[src/dhf_pkg.sv]
// ----------------------------------------------------------------------------
// dhf_pkg
// Types and constants shared by the duplicate hash filter cache.
// ----------------------------------------------------------------------------
package dhf_pkg;

  localparam int DEPTH_DEF      = 16;
  localparam int HASH_BYTES_DEF = 4;

  localparam int CMD_W   = 2;
  localparam int HASH_W  = 32;
  localparam int COUNT_W = 5;

  localparam logic [CMD_W-1:0] CMD_LOOKUP = 2'd0;
  localparam logic [CMD_W-1:0] CMD_INSERT = 2'd1;
  localparam logic [CMD_W-1:0] CMD_CLEAR  = 2'd2;

  typedef struct packed {
    logic [CMD_W-1:0]  command;
    logic [HASH_W-1:0] hash_value;
  } in_item_t;

  typedef struct packed {
    logic               hit;
    logic [COUNT_W-1:0] valid_count;
  } out_item_t;

  typedef struct packed {
    logic shift_en;
  } cell_ctl_t;

endpackage

[src/dhf_cell.sv]
// ----------------------------------------------------------------------------
// dhf_cell
// One entry of the hash chain: holds a hash, hands it to the next cell on
// insert and compares it against the lookup key.
// ----------------------------------------------------------------------------
module dhf_cell
  import dhf_pkg::*;
#(
  parameter int KEY_W = 32,
  parameter int CNT_W = 5,
  parameter int IDX   = 0
) (
  input  logic             clk,
  input  cell_ctl_t        ctl,
  input  logic [KEY_W-1:0] din,
  input  logic [KEY_W-1:0] key,
  input  logic [CNT_W-1:0] cnt,
  output logic [KEY_W-1:0] dout,
  output logic             match
);

  logic [KEY_W-1:0] hash_r;
  logic             valid;

  always_ff @(posedge clk) begin
    if (ctl.shift_en) begin
      hash_r <= din;
    end
  end

  // entries are ordered newest first, so index below count means valid
  assign valid = CNT_W'(IDX) < cnt;
  assign match = valid && (hash_r == key);
  assign dout  = hash_r;

endmodule

[src/duplicate_hash_filter_cache.sv]
// ----------------------------------------------------------------------------
// duplicate_hash_filter_cache
// Result: registered in the cycle after the item is accepted.
// Throughput: one item per cycle unless out_ready stalls; all cells compare
// in parallel, the chain shifts per insert, the output register sets the pace.
// Reset: clears the entry count and output valid; stored hashes are not reset.
// ----------------------------------------------------------------------------
module duplicate_hash_filter_cache
  import dhf_pkg::*;
#(
  parameter int DEPTH      = DEPTH_DEF,
  parameter int HASH_BYTES = HASH_BYTES_DEF
) (
  input  logic      clk,
  input  logic      rst_n,
  input  logic      in_valid,
  output logic      in_ready,
  input  in_item_t  in_data,
  output logic      out_valid,
  input  logic      out_ready,
  output out_item_t out_data
);

  localparam int KEY_W = (8 * HASH_BYTES > HASH_W) ? HASH_W : 8 * HASH_BYTES;
  localparam int CNT_W = $clog2(DEPTH + 1);

  logic             in_fire;
  logic [KEY_W-1:0] key;
  logic [CNT_W-1:0] count_r, count_nxt;
  logic             out_valid_r, out_valid_nxt;
  out_item_t        out_data_r, out_data_nxt;
  cell_ctl_t        ctl;
  logic [KEY_W-1:0] chain [DEPTH];
  logic [DEPTH-1:0] match;

  assign in_ready = !out_valid_r || out_ready;
  assign in_fire  = in_valid && in_ready;
  assign key      = in_data.hash_value[KEY_W-1:0];

  assign ctl.shift_en = in_fire && (in_data.command == CMD_INSERT);

  for (genvar i = 0; i < DEPTH; i++) begin : g_cell
    logic [KEY_W-1:0] din;
    if (i == 0) begin : g_head
      assign din = key;
    end else begin : g_link
      assign din = chain[i-1];
    end
    dhf_cell #(
      .KEY_W (KEY_W),
      .CNT_W (CNT_W),
      .IDX   (i)
    ) u_cell (
      .clk   (clk),
      .ctl   (ctl),
      .din   (din),
      .key   (key),
      .cnt   (count_r),
      .dout  (chain[i]),
      .match (match[i])
    );
  end

  always_comb begin
    count_nxt     = count_r;
    out_valid_nxt = out_valid_r;
    out_data_nxt  = out_data_r;
    if (out_ready) begin
      out_valid_nxt = 1'b0;
    end
    if (in_fire) begin
      out_data_nxt.hit = 1'b0;
      unique case (in_data.command)
        CMD_LOOKUP: out_data_nxt.hit = |match;
        CMD_INSERT: begin
          if (count_r != CNT_W'(DEPTH)) begin
            count_nxt = count_r + CNT_W'(1);
          end
        end
        CMD_CLEAR:  count_nxt = '0;
        default:    ;
      endcase
      out_data_nxt.valid_count = COUNT_W'(count_nxt);
      out_valid_nxt            = 1'b1;
    end
  end

  always_ff @(posedge clk) begin
    if (!rst_n) begin
      count_r     <= '0;
      out_valid_r <= 1'b0;
    end else begin
      count_r     <= count_nxt;
      out_valid_r <= out_valid_nxt;
    end
    out_data_r <= out_data_nxt;
  end

  assign out_valid = out_valid_r;
  assign out_data  = out_data_r;

  a_count_bound: assert property (@(posedge clk) disable iff (!rst_n)
    count_r <= CNT_W'(DEPTH))
    else $error("entry count above depth");

  a_clear_empties: assert property (@(posedge clk) disable iff (!rst_n)
    in_fire && (in_data.command == CMD_CLEAR) |=> count_r == '0)
    else $error("clear left entries");

  a_insert_grows: assert property (@(posedge clk) disable iff (!rst_n)
    in_fire && (in_data.command == CMD_INSERT) && (count_r != CNT_W'(DEPTH))
    |=> count_r == CNT_W'($past(count_r) + CNT_W'(1)))
    else $error("insert did not grow count");

  a_insert_then_hit: assert property (@(posedge clk) disable iff (!rst_n)
    in_fire && (in_data.command == CMD_LOOKUP)
    && $past(in_fire && (in_data.command == CMD_INSERT) && rst_n)
    && (key == $past(key))
    |=> out_data_r.hit)
    else $error("lookup missed a just inserted hash");

  a_result_follows: assert property (@(posedge clk) disable iff (!rst_n)
    in_fire |=> out_valid_r)
    else $error("accepted item produced no result");

endmodule
[config.mk]
export PLATFORM = sky130hd
export DESIGN_NAME = duplicate_hash_filter_cache
export DESIGN_NICKNAME = d
export VERILOG_FILES = /design/src/dhf_pkg.sv /design/src/dhf_cell.sv /design/src/duplicate_hash_filter_cache.sv
export SDC_FILE = /design/constraint.sdc
export NUM_CORES = 1
export LEC_CHECK = 0
export BUFFER_PORTS_ARGS = -buffer_cell sky130_fd_sc_hd__buf_4
export CORE_ASPECT_RATIO = 1.1
export CORE_MARGIN = 2
export CORE_UTILIZATION = 49
export DETAILED_ROUTE_END_ITERATION = 10
export PLACE_DENSITY = 0.62
export SYNTH_ARGS = -nofsm -noshare
export SYNTH_HDL_FRONTEND = slang
export SYNTH_SLANG_ARGS = --single-unit
[constraint.sdc]
create_clock -name clk -period 37.6 [get_ports clk]
set_clock_uncertainty 0.05 [all_clocks]
set_input_delay 5.64 -clock clk [delete_from_list [all_inputs] [get_ports clk]]
set_output_delay 5.64 -clock clk [all_outputs]
set_load 0.02 [all_outputs]
==> reports/results.tsv <==
metric	value	unit
ys.warnings.count	0	
ant_nets	0	
wl_per_cell	24.4	um
power.total	1290	uW
final_common_cell	edfxtp_1	
yosysUniqueCellTypes	40	
p_leak	0.00752	uW
diodes	0	
critical_path.most_common_cell	buf_4	
area_growth	11.0	%
synth_seq_cells	524	
syn_nets	1405	
finalSetupTns	0	ps
dr_total_vias	10926	
synth_cells	1363	
dp_hpwl	35.6	mm
crit_family	buffers and inverters	
layout_common_cells	edfxtp_1 (518), xnor2_1 (395), xor2_1 (117), nand4_1 (106), clkbuf_16 (57)	
min_period	11790	ps
synth_area_leaders	edfxtp_1 (70%), xnor2_1 (16%), xor2_1 (4.6%), nand4_1 (3.0%), nor4_1 (1.2%)	
grt_pass1_vias	11529	
ir_worst_vdd	0.0417	mV
hold_violations	0	
fin_nets	1439	
antenna_found_initial	0	
clock_sinks	524	
clk_latency	590	ps
coreArea	0.0446	mm2
synth_fa_ha_area_share	0.226	%
cts_hold_buffers	0	
clockBufferDepth	3	
cts_max_level	2	
tritoncts	yes	
path_cells	buf_4 > nand2b_1 > buf_4	
fin_crit_sh	31.4	%
hp-class	register to register	
crit_buf_inv	2	
wl	49.4	mm
ios	46	
synth-xor-area-share	20.2	%
post_cts_buffers	0	
drive_gt1_share	8.83	%
place_congestion	0.944	
gr-total-overflow	0	
ys.flop_type	edfxtp_1	
crit_path_max_fanout	4	
grt_max_degree	190	
rows	81	
dr.pass1.iters	5	
cts_buffers	54	
synthSimpleGateAreaFrac	5.66	%
cpMaxStageDelayCell	nand2b_1	
synth_top_family_by_area	XOR/XNOR gates	
dpl.cell_count	1922	
drt_iter0_markers	894	
yosysTopAreaCellShare	70.1	%
instances_no_fill	2020	
die_area	0.0470	mm2
grt_pass1_wl	71.0	mm
relSlewSlack	26.6	%
cp-start-kind	input port	
slowest_delay	180	ps
io_buffers	45	
synth_edf_count	518	
ys_seq_area_share	70.7	%
synth_mux_area_share	0	%
start_util	49.8	%
timing.max_cap.violations	0	
drv_slew	0	
syn_area	0.0222	mm2
cts_resized	0	
setup_violations	0	
worstPathRequired	31910	ps
status	completed	
worstMarginPinSlew	1100	ps
root_buffer	clkbuf_16	
grt_use_total	21.6	%
finalWorstSetupSlack	25810	ps
ys_async_sr_fraction	0	%
die_w	207	um
crit_type	input port to output port	
synth_compound_area_share	0.964	%
max_freq	0.0848	GHz
viasPerCell	5.41	
drcViolationCount	0	
rsz0062_at_grt	no	
die_h	227	um
p_per_area	52.4	mW/mm2
yosysTopAreaCell	edfxtp_1	
clkTransAtPathRegs	60	ps
place_ws	25810	ps
endpoint_kind	output port	
syn_area_per_cell	16.3	um2
arrival	6100	ps
timing.hold.ws	412	ps
[state kept, by name (all words and copies together) (netlist names)]
register and cells:
count_r 5, g_cell.u_cell.dout 512, out_valid 1, out_data 6
[power breakdown]
group          total, uW  internal [uW]  switching, uW
logic               80.3           29.3           51.0
clock network        546            329            217
registers            665            656           9.45
total               1290           1010            277
[metal layers]
layer  part of all wire [%]  vias up  GRT usage (%)
li1                       -     5068              -
met1                     35     5480           22.5
met2                     56      267           41.6
met3                    3.5      111           3.08
met4                    5.7        0           11.3
met5                      0        -              0
[cells in the mapped netlist, types with 2 or more instances]
cell	count
ha_1	4
buf_6	12
buf_4	22
or3_1	2
nand3_1	14
o21ai_0	4
nor2b_1	3
nand4_1	106
and2_1	2
nand2_1	12
nor4_1	42
xor2_1	117
o2111ai_1	4
xnor2_1	395
clkbuf_1	7
nor3_1	16
edfxtp_1	518
or4_1	2
inv_1	7
a21oi_1	8
o211a_1	2
dfxtp_1	6
buf_2	31
nor2_1	10
and3_1	2
[per-stage QoR]
stage	cell area, um2	utilization, %
2_1_floorplan	22200	-
3_3_place_gp	22800	51.2
3_5_place_dp	22800	51.2
4_1_cts	24600	55.2
5_1_grt	24600	55.2
6_report	24600	55.2
[cells by family (layout without fill, tap and decap cells)]
| group | Yosys count | in the layout |
|---|---|---|
| flops | 524 | 524 |
| xor+xnor | 512 | 512 |
| simple gates | 214 | 214 |
| buf+inv | 79 | 155 |
| compound gates | 30 | 30 |
| fa+ha+maj | 4 | 4 |
[final timing paths]
kind              cells past startpoint                         end  slack (ps)                  startpoint
setup reg to reg                      4   g_cell[0].u_cell.dout[19]       34410                   out_valid
hold reg to reg                       0  g_cell[13].u_cell.dout[10]         410  g_cell[12].u_cell.dout[10]
hold / removal                        0  g_cell[13].u_cell.dout[10]         410  g_cell[12].u_cell.dout[10]
setup / recovery                      3                    in_ready       25810                   out_ready
[cell type report]
cell class | count | area (um2)
Clock buffer | 67 | 1460
Clock inverter | 31 | 343
Fill cell | 3493 | 20000
Inverter | 7 | 26.3
Multi-Input combinational cell | 760 | 6010
Sequential cell | 524 | 15700
Tap cell | 581 | 727
Timing Repair Buffer | 50 | 388
(Power assumes the default switching activity.)
